<file path="src/rtl/sbh_pkg.sv">
package sbh_pkg;

  typedef struct packed {
    logic [7:0] data_byte;
    logic       byte_valid;
    logic       end_of_message;
  } msg_t;

  typedef struct packed {
    logic [31:0] digest_word;
    logic [2:0]  word_index;
    logic        last_word;
  } dig_t;

  typedef enum logic [3:0] {
    ST_INIT,
    ST_IDLE,
    ST_PAD,
    ST_LOAD,
    ST_ROUND,
    ST_FINAL,
    ST_OUT_RD,
    ST_OUT_LD,
    ST_OUT_HOLD
  } state_t;

  localparam int BlockWords = 16;
  localparam int ChainWords = 8;
  localparam int Rounds     = 64;

  localparam logic [7:0] PAD_BYTE = 8'h80;
  localparam logic [5:0] LEN_POS  = 6'd56;

  localparam logic [31:0] ROUND_K [Rounds] = '{
    32'h428a2f98, 32'h71374491, 32'hb5c0fbcf, 32'he9b5dba5,
    32'h3956c25b, 32'h59f111f1, 32'h923f82a4, 32'hab1c5ed5,
    32'hd807aa98, 32'h12835b01, 32'h243185be, 32'h550c7dc3,
    32'h72be5d74, 32'h80deb1fe, 32'h9bdc06a7, 32'hc19bf174,
    32'he49b69c1, 32'hefbe4786, 32'h0fc19dc6, 32'h240ca1cc,
    32'h2de92c6f, 32'h4a7484aa, 32'h5cb0a9dc, 32'h76f988da,
    32'h983e5152, 32'ha831c66d, 32'hb00327c8, 32'hbf597fc7,
    32'hc6e00bf3, 32'hd5a79147, 32'h06ca6351, 32'h14292967,
    32'h27b70a85, 32'h2e1b2138, 32'h4d2c6dfc, 32'h53380d13,
    32'h650a7354, 32'h766a0abb, 32'h81c2c92e, 32'h92722c85,
    32'ha2bfe8a1, 32'ha81a664b, 32'hc24b8b70, 32'hc76c51a3,
    32'hd192e819, 32'hd6990624, 32'hf40e3585, 32'h106aa070,
    32'h19a4c116, 32'h1e376c08, 32'h2748774c, 32'h34b0bcb5,
    32'h391c0cb3, 32'h4ed8aa4a, 32'h5b9cca4f, 32'h682e6ff3,
    32'h748f82ee, 32'h78a5636f, 32'h84c87814, 32'h8cc70208,
    32'h90befffa, 32'ha4506ceb, 32'hbef9a3f7, 32'hc67178f2
  };

  localparam logic [31:0] INIT_H [ChainWords] = '{
    32'h6a09e667, 32'hbb67ae85, 32'h3c6ef372, 32'ha54ff53a,
    32'h510e527f, 32'h9b05688c, 32'h1f83d9ab, 32'h5be0cd19
  };

endpackage

</file>
<file path="src/rtl/sbh_ram.sv">
module sbh_ram #(
  parameter int WIDTH = 32,
  parameter int DEPTH = 16,
  localparam int AW = $clog2(DEPTH)
) (
  input  logic             clk,
  input  logic             we,
  input  logic [AW-1:0]    waddr,
  input  logic [WIDTH-1:0] wdata,
  input  logic [AW-1:0]    raddr,
  output logic [WIDTH-1:0] rdata
);

  logic [WIDTH-1:0] mem [DEPTH];

  always_ff @(posedge clk) begin
    if (we) begin
      mem[waddr] <= wdata;
    end
    rdata <= mem[raddr];
  end

endmodule

</file>
<file path="src/rtl/sha256_byte_stream_hasher.sv">
// channel | dir | payload            | handshake
// msg     | in  | sbh_pkg::msg_t     | msg_valid / msg_stall
// dig     | out | sbh_pkg::dig_t     | dig_valid / dig_stall
//
// A byte is taken per cycle when idle; the byte that fills a block holds the input
// while the block and chain memories are read, the 64 rounds run and the chain is updated.
// End of message: one cycle per pad byte (9 to 72), one or two compressions, then OUT_RD,
// OUT_LD and OUT_HOLD per word plus any output stall; the chain memory port sets this pace.
// After reset a sweep writes the initial hash values; the input is held meanwhile.
// msg_stall is high whenever the block is not idle; a stalled digest word holds.
module sha256_byte_stream_hasher (
  input  logic          clk,
  input  logic          rst,
  input  logic          msg_valid,
  output logic          msg_stall,
  input  sbh_pkg::msg_t msg,
  output logic          dig_valid,
  input  logic          dig_stall,
  output sbh_pkg::dig_t dig
);

  function automatic logic [31:0] bsig0(input logic [31:0] x);
    bsig0 = {x[1:0], x[31:2]} ^ {x[12:0], x[31:13]} ^ {x[21:0], x[31:22]};
  endfunction

  function automatic logic [31:0] bsig1(input logic [31:0] x);
    bsig1 = {x[5:0], x[31:6]} ^ {x[10:0], x[31:11]} ^ {x[24:0], x[31:25]};
  endfunction

  function automatic logic [31:0] ssig0(input logic [31:0] x);
    ssig0 = {x[6:0], x[31:7]} ^ {x[17:0], x[31:18]} ^ {3'b000, x[31:3]};
  endfunction

  function automatic logic [31:0] ssig1(input logic [31:0] x);
    ssig1 = {x[16:0], x[31:17]} ^ {x[18:0], x[31:19]} ^ {10'b0, x[31:10]};
  endfunction

  sbh_pkg::state_t state, state_next;
  logic [5:0]  cnt, cnt_next;
  logic [5:0]  fill;
  logic [63:0] len;
  logic [23:0] pend;
  logic        marked, len_phase, finishing;
  logic [2:0]  oc;
  logic        rd_vld;
  logic [3:0]  rd_idx;
  logic [31:0] v [8];
  logic [31:0] w [16];

  logic        absorb;
  logic [7:0]  absorb_byte;
  logic        pad_mark, pad_len;

  logic        blk_we;
  logic [31:0] blk_rdata;
  logic        ch_we;
  logic [2:0]  ch_waddr, ch_raddr;
  logic [31:0] ch_wdata, ch_rdata;

  logic [31:0] t1, t2, w_new;

  assign blk_we = absorb && (fill[1:0] == 2'b11);

  sbh_ram #(.WIDTH(32), .DEPTH(sbh_pkg::BlockWords)) u_blk_ram (
    .clk   (clk),
    .we    (blk_we),
    .waddr (fill[5:2]),
    .wdata ({pend, absorb_byte}),
    .raddr (cnt[3:0]),
    .rdata (blk_rdata)
  );

  sbh_ram #(.WIDTH(32), .DEPTH(sbh_pkg::ChainWords)) u_chain_ram (
    .clk   (clk),
    .we    (ch_we),
    .waddr (ch_waddr),
    .wdata (ch_wdata),
    .raddr (ch_raddr),
    .rdata (ch_rdata)
  );

  assign t1 = v[7] + bsig1(v[4]) + ((v[4] & v[5]) ^ (~v[4] & v[6]))
              + sbh_pkg::ROUND_K[cnt] + w[0];
  assign t2 = bsig0(v[0]) + ((v[0] & v[1]) ^ (v[0] & v[2]) ^ (v[1] & v[2]));
  assign w_new = ssig1(w[14]) + w[9] + ssig0(w[1]) + w[0];

  always_ff @(posedge clk) begin
    if (rst) begin
      state <= sbh_pkg::ST_INIT;
    end else begin
      state <= state_next;
    end
  end

  always_comb begin
    state_next  = state;
    cnt_next    = cnt;
    msg_stall   = (state != sbh_pkg::ST_IDLE);
    absorb      = 1'b0;
    absorb_byte = msg.data_byte;
    pad_mark    = 1'b0;
    pad_len     = 1'b0;
    ch_we       = 1'b0;
    ch_waddr    = cnt[2:0];
    ch_wdata    = sbh_pkg::INIT_H[cnt[2:0]];
    ch_raddr    = cnt[2:0];
    case (state)
      sbh_pkg::ST_INIT: begin
        ch_we    = 1'b1;
        cnt_next = cnt + 6'd1;
        if (cnt == 6'd7) begin
          cnt_next   = '0;
          state_next = sbh_pkg::ST_IDLE;
        end
      end
      sbh_pkg::ST_IDLE: begin
        if (msg_valid) begin
          absorb = msg.byte_valid;
          if (msg.byte_valid && fill == 6'd63) begin
            state_next = sbh_pkg::ST_LOAD;
          end else if (msg.end_of_message) begin
            state_next = sbh_pkg::ST_PAD;
          end
        end
      end
      sbh_pkg::ST_PAD: begin
        absorb = 1'b1;
        if (!marked) begin
          absorb_byte = sbh_pkg::PAD_BYTE;
          pad_mark    = 1'b1;
        end else if (fill != sbh_pkg::LEN_POS && !len_phase) begin
          absorb_byte = 8'h00;
        end else begin
          absorb_byte = len[63:56];
          pad_len     = 1'b1;
        end
        if (fill == 6'd63) begin
          state_next = sbh_pkg::ST_LOAD;
        end
      end
      sbh_pkg::ST_LOAD: begin
        cnt_next = cnt + 6'd1;
        if (cnt == 6'd16) begin
          cnt_next   = '0;
          state_next = sbh_pkg::ST_ROUND;
        end
      end
      sbh_pkg::ST_ROUND: begin
        cnt_next = cnt + 6'd1;
        if (cnt == 6'd63) begin
          state_next = sbh_pkg::ST_FINAL;
        end
      end
      sbh_pkg::ST_FINAL: begin
        ch_we    = rd_vld;
        ch_waddr = rd_idx[2:0];
        ch_wdata = ch_rdata + v[0];
        cnt_next = cnt + 6'd1;
        if (cnt == 6'd8) begin
          cnt_next = '0;
          if (!finishing) begin
            state_next = sbh_pkg::ST_IDLE;
          end else if (len_phase) begin
            state_next = sbh_pkg::ST_OUT_RD;
          end else begin
            state_next = sbh_pkg::ST_PAD;
          end
        end
      end
      sbh_pkg::ST_OUT_RD: begin
        ch_raddr   = oc;
        state_next = sbh_pkg::ST_OUT_LD;
      end
      sbh_pkg::ST_OUT_LD: begin
        ch_we      = 1'b1;
        ch_waddr   = oc;
        ch_wdata   = sbh_pkg::INIT_H[oc];
        state_next = sbh_pkg::ST_OUT_HOLD;
      end
      sbh_pkg::ST_OUT_HOLD: begin
        if (!dig_stall) begin
          state_next = (oc == 3'd7) ? sbh_pkg::ST_IDLE : sbh_pkg::ST_OUT_RD;
        end
      end
      default: begin
        state_next = sbh_pkg::ST_INIT;
        cnt_next   = '0;
      end
    endcase
  end

  always_ff @(posedge clk) begin
    if (rst) begin
      cnt       <= '0;
      fill      <= '0;
      len       <= '0;
      marked    <= 1'b0;
      len_phase <= 1'b0;
      finishing <= 1'b0;
      oc        <= '0;
      dig_valid <= 1'b0;
      rd_vld    <= 1'b0;
    end else begin
      cnt    <= cnt_next;
      rd_vld <= (state == sbh_pkg::ST_LOAD && cnt[5:4] == 2'b00) ||
                (state == sbh_pkg::ST_FINAL && cnt[5:3] == 3'b000);
      if (absorb) begin
        fill <= fill + 6'd1;
      end
      if (state == sbh_pkg::ST_IDLE && msg_valid) begin
        if (msg.byte_valid) begin
          len <= len + 64'd8;
        end
        if (msg.end_of_message) begin
          finishing <= 1'b1;
        end
      end
      if (pad_mark) begin
        marked <= 1'b1;
      end
      if (pad_len) begin
        len       <= {len[55:0], 8'h00};
        len_phase <= 1'b1;
      end
      if (state == sbh_pkg::ST_FINAL && cnt == 6'd8 && finishing && len_phase) begin
        finishing <= 1'b0;
        marked    <= 1'b0;
        len_phase <= 1'b0;
      end
      if (state == sbh_pkg::ST_OUT_LD) begin
        dig_valid <= 1'b1;
      end
      if (state == sbh_pkg::ST_OUT_HOLD && !dig_stall) begin
        dig_valid <= 1'b0;
        oc        <= oc + 3'd1;
      end
    end
  end

  always_ff @(posedge clk) begin
    rd_idx <= cnt[3:0];
    if (absorb) begin
      pend <= {pend[15:0], absorb_byte};
    end
    case (state)
      sbh_pkg::ST_LOAD: begin
        if (rd_vld) begin
          for (int i = 0; i < 15; i++) begin
            w[i] <= w[i+1];
          end
          w[15] <= blk_rdata;
          if (!rd_idx[3]) begin
            for (int i = 0; i < 7; i++) begin
              v[i] <= v[i+1];
            end
            v[7] <= ch_rdata;
          end
        end
      end
      sbh_pkg::ST_ROUND: begin
        for (int i = 0; i < 15; i++) begin
          w[i] <= w[i+1];
        end
        w[15] <= w_new;
        v[7]  <= v[6];
        v[6]  <= v[5];
        v[5]  <= v[4];
        v[4]  <= v[3] + t1;
        v[3]  <= v[2];
        v[2]  <= v[1];
        v[1]  <= v[0];
        v[0]  <= t1 + t2;
      end
      sbh_pkg::ST_FINAL: begin
        if (rd_vld) begin
          for (int i = 0; i < 7; i++) begin
            v[i] <= v[i+1];
          end
        end
      end
      sbh_pkg::ST_OUT_LD: begin
        dig.digest_word <= ch_rdata;
        dig.word_index  <= oc;
        dig.last_word   <= (oc == 3'd7);
      end
      default: begin
      end
    endcase
  end

endmodule
</file>
<file path="config.mk">
export PLATFORM = sky130hd
export DESIGN_NAME = sha256_byte_stream_hasher
export DESIGN_NICKNAME = d
export VERILOG_FILES = /design/src/rtl/sbh_pkg.sv /design/src/rtl/sbh_ram.sv /design/src/rtl/sha256_byte_stream_hasher.sv
export SDC_FILE = /design/constraint.sdc
export NUM_CORES = 2
export LEC_CHECK = 0
export ABC_AREA = 1
export ABC_CLOCK_PERIOD_IN_PS = 15800
export BUFFER_PORTS_ARGS = -buffer_cell sky130_fd_sc_hd__buf_4
export CAP_MARGIN = 25
export CORE_MARGIN = 2
export CORE_UTILIZATION = 45
export DETAILED_ROUTE_END_ITERATION = 8
export PLACE_DENSITY = 0.67
export SLEW_MARGIN = 5
export SYNTH_ARGS = -nofsm -noshare
export SYNTH_HDL_FRONTEND = slang
export SYNTH_SLANG_ARGS = --single-unit
</file>
<file path="constraint.sdc">
create_clock -name clk -period 15.8 [get_ports clk]
set_input_delay 2.37 -clock clk [delete_from_list [all_inputs] [get_ports clk]]
set_output_delay 2.37 -clock clk [all_outputs]
set_load 0.01 [all_outputs]
</file>
==> flow_summary.toml <==
[global_route]
grt_pass1_wl_um = 384000
gr-total-overflow = 0
grt_pass1_vias = 55900
grt_usage_pct = 27.4
grt_max_degree = 207
antenna_found_initial = 5

[route]
via_per_inst = 5.74
num_vias = 58800
drt-wirelength-per-cell_um = 26.0
drtIter0Drc = 7183
antenna_left = 0
drt-total-wl_um = 266000
route.detailed.drc = 0
drt_pass1_iterations = 6

[min_path]
hold_path.class = "reg -> reg"
min_to = "w[1][80]$_DFFE_PP_"
hp-start = "w[1][112]$_DFFE_PP_"
min_delay_path_depth = 0

[setup_path]
criticalPathCategory = "reg -> reg"
slowest_delay_ns = 0.93
arrival_ns = 10.87
path_max_fanout = 19
r2r-end = "v[0][31]$_DFFE_PP_"
rr_startpoint = "cnt[1]$_SDFFE_PP0N_"
worstSetupEndpointType = "flip-flop"
r2r_cells = 37
setup.worst_path.start_class = "flip-flop"
crit_required_ns = 16.39
crit_slowest_cell = "dfxtp_1"
critPathMostFrequentCell = "inv_1"
r2r_slack_ns = 5.52

[floorplanning]
fp-row-count = 158
start_util_pct = 45.3
coreArea_mm2 = 0.185
io_pins = 52
die_area_mm2 = 0.190
die-height_um = 436
die_w_um = 436

[run]
maxCapViolations = 0

[synth]
yosys_warnings = 0
synth_edf_count = 1596
ys_ff_latch = 1749
synth_seq_area_share_pct = 60.7
avgSynthCellArea_um2 = 11.1
synth-async-reset-ratio_pct = 0
syn_nets = 7959
synth_flop_cell = "edfxtp_1"
yosys.cell_types.count = 71
syn_area_mm2 = 0.0841
syn_inst = 7574

[cts]
cts_hold_buffers = 0
cts-root-buf = "clkbuf_16"
cts_tree = "yes"
cts_buffer_depth = 3
cts_inserted_buffers = 182
cts_resized = 0
htree_levels = 4
clk_latency_ns = 0.86
cts_sinks = 1749
cts.clk_slew.worst_paths_ns = 0.06
cts_setup_buffers = 0

[timing]
max_freq_mhz = 97.3
relSlewSlack_pct = 26.5
post-route-period-util_pct = 65.0
worst_pin_slew_ns = 1.10
setup_viol = 0
rsz0062_at_grt = "no"
holdWs_ns = 0.410
setup_tns_ns = 0
slew_viol_final = 0
finalCriticalPeriod_ns = 10.28
clock_skew_ns = 0.0650
finalHoldViolCount = 0

[finish]
final_util_pct = 50.3
regArea_mm2 = 0.0510
syn2layout_area_growth_pct = 10.9
drive_above_1_share_pct = 7.45
n_fill_cell = 16600
layout_commonest_cell = "edfxtp_1"
nets = 7987
final_cell_mix = "edfxtp_1, nand2_1, inv_1"
multi_input_area_mm2 = 0.0288

[placed_design]
port_buffers = 51
hpwl_um = 185000
gp_congestion = 0.983

[run_status]
status = "completed"
-- cells by family (layout without fill, tap and decap cells) --
| group | after synthesis | in the layout | share of synthesized area (%) |
|---|---|---|---|
| xor+xnor | 315 | 315 | 3.28 |
| compound gates | 1622 | 1622 | 11.3 |
| simple gates | 2307 | 2307 | 11.6 |
| mux | 35 | 35 | 0.463 |
| other cells | 0 | 5 | 0 |
| flops | 1749 | 1749 | 60.7 |
| buf+inv | 1174 | 1356 | 5.45 |
| fa+ha+maj | 372 | 372 | 7.21 |
-- how the worst max path moves through the flow --
stage                          to  cells past startpoint                  start
4_1_cts        v[0][31]$_DFFE_PP_                     37    cnt[1]$_SDFFE_PP0N_
5_1_grt        v[0][31]$_DFFE_PP_                     37    cnt[1]$_SDFFE_PP0N_
3_5_place_dp   v[0][31]$_DFFE_PP_                     37    cnt[1]$_SDFFE_PP0N_
6_report       v[0][31]$_DFFE_PP_                     37    cnt[1]$_SDFFE_PP0N_
3_3_place_gp   v[0][31]$_DFFE_PP_                     37    cnt[1]$_SDFFE_PP0N_
2_1_floorplan   w[0][0]$_DFFE_PP_                      7  state[3]$_SDFFE_PP0P_
-- synthesized netlist by cell type (72+ instances only) --
cell type | instances | area share (%)
clkbuf_1 | 203 | 0.91
a21oi_1 | 378 | 2.3
inv_1 | 847 | 3.8
o21ai_0 | 593 | 3.5
fa_1 | 188 | 4.5
nand2_1 | 1261 | 5.6
edfxtp_1 | 1596 | 57
xor2_1 | 167 | 1.7
nor2_1 | 488 | 2.2
nand3_1 | 278 | 1.7
a31oi_1 | 84 | 0.63
o22ai_1 | 78 | 0.58
nand4_1 | 72 | 0.54
dfxtp_1 | 153 | 3.6
a22oi_1 | 262 | 2.3
buf_2 | 74 | 0.44
ha_1 | 183 | 2.7
xnor2_1 | 148 | 1.5
-- registers in the layout, indices dropped and copies added, names as in the netlist, 32 cells and up --
| name | count |
|---|---|
| v | 256 |
| len | 61 |
| u_chain_ram.rdata | 32 |
| dig | 36 |
| w | 512 |
| u_blk_ram.rdata | 32 |
| u_chain_ram.mem | 256 |
| u_blk_ram.mem | 512 |
-- stage by stage --
step	setup slack [ns]	area (µm²)	std cells
global route	5.10	93200	10200
global placement	5.60	87200	9890
finish	5.52	93200	10200
floorplan	2.59	84100	7574
detailed placement	5.74	87200	9892
CTS	5.75	93100	10200
-- worst max-delay path, delay by kind of cell (launching register included) --
family	cells	cell delay, ns
fa+ha+maj	7	2.99
simple gates	13	2.80
compound gates	7	1.76
buf+inv	9	1.10
flops	1	0.93
xor+xnor	1	0.41
-- layout make-up --
class	count	share of cell area [%]
Antenna cell	5	0.0134
Timing Repair Buffer	143	1.22
Sequential cell	1749	54.7
Clock buffer	236	5.21
Tap cell	2480	3.33
Inverter	875	3.53
Clock inverter	102	1.14
Multi-Input combinational cell	4651	30.8
-- per-layer routing --
| metal | global-route usage (%) | up-vias | routed length (µm) |
|---|---|---|---|
| met1 | 39.2 | 29000 | 113000 |
| li1 | - | 26500 | - |
| met3 | 4.42 | 504 | 22000 |
| met4 | 9.94 | 2 | 10500 |
| met2 | 42.2 | 2712 | 120000 |
| met5 | 0 | - | 13 |
Power is left out: the tool's default activity adds up to more than one toggle a clock period on the data nets, which glitch-free logic cannot reach.
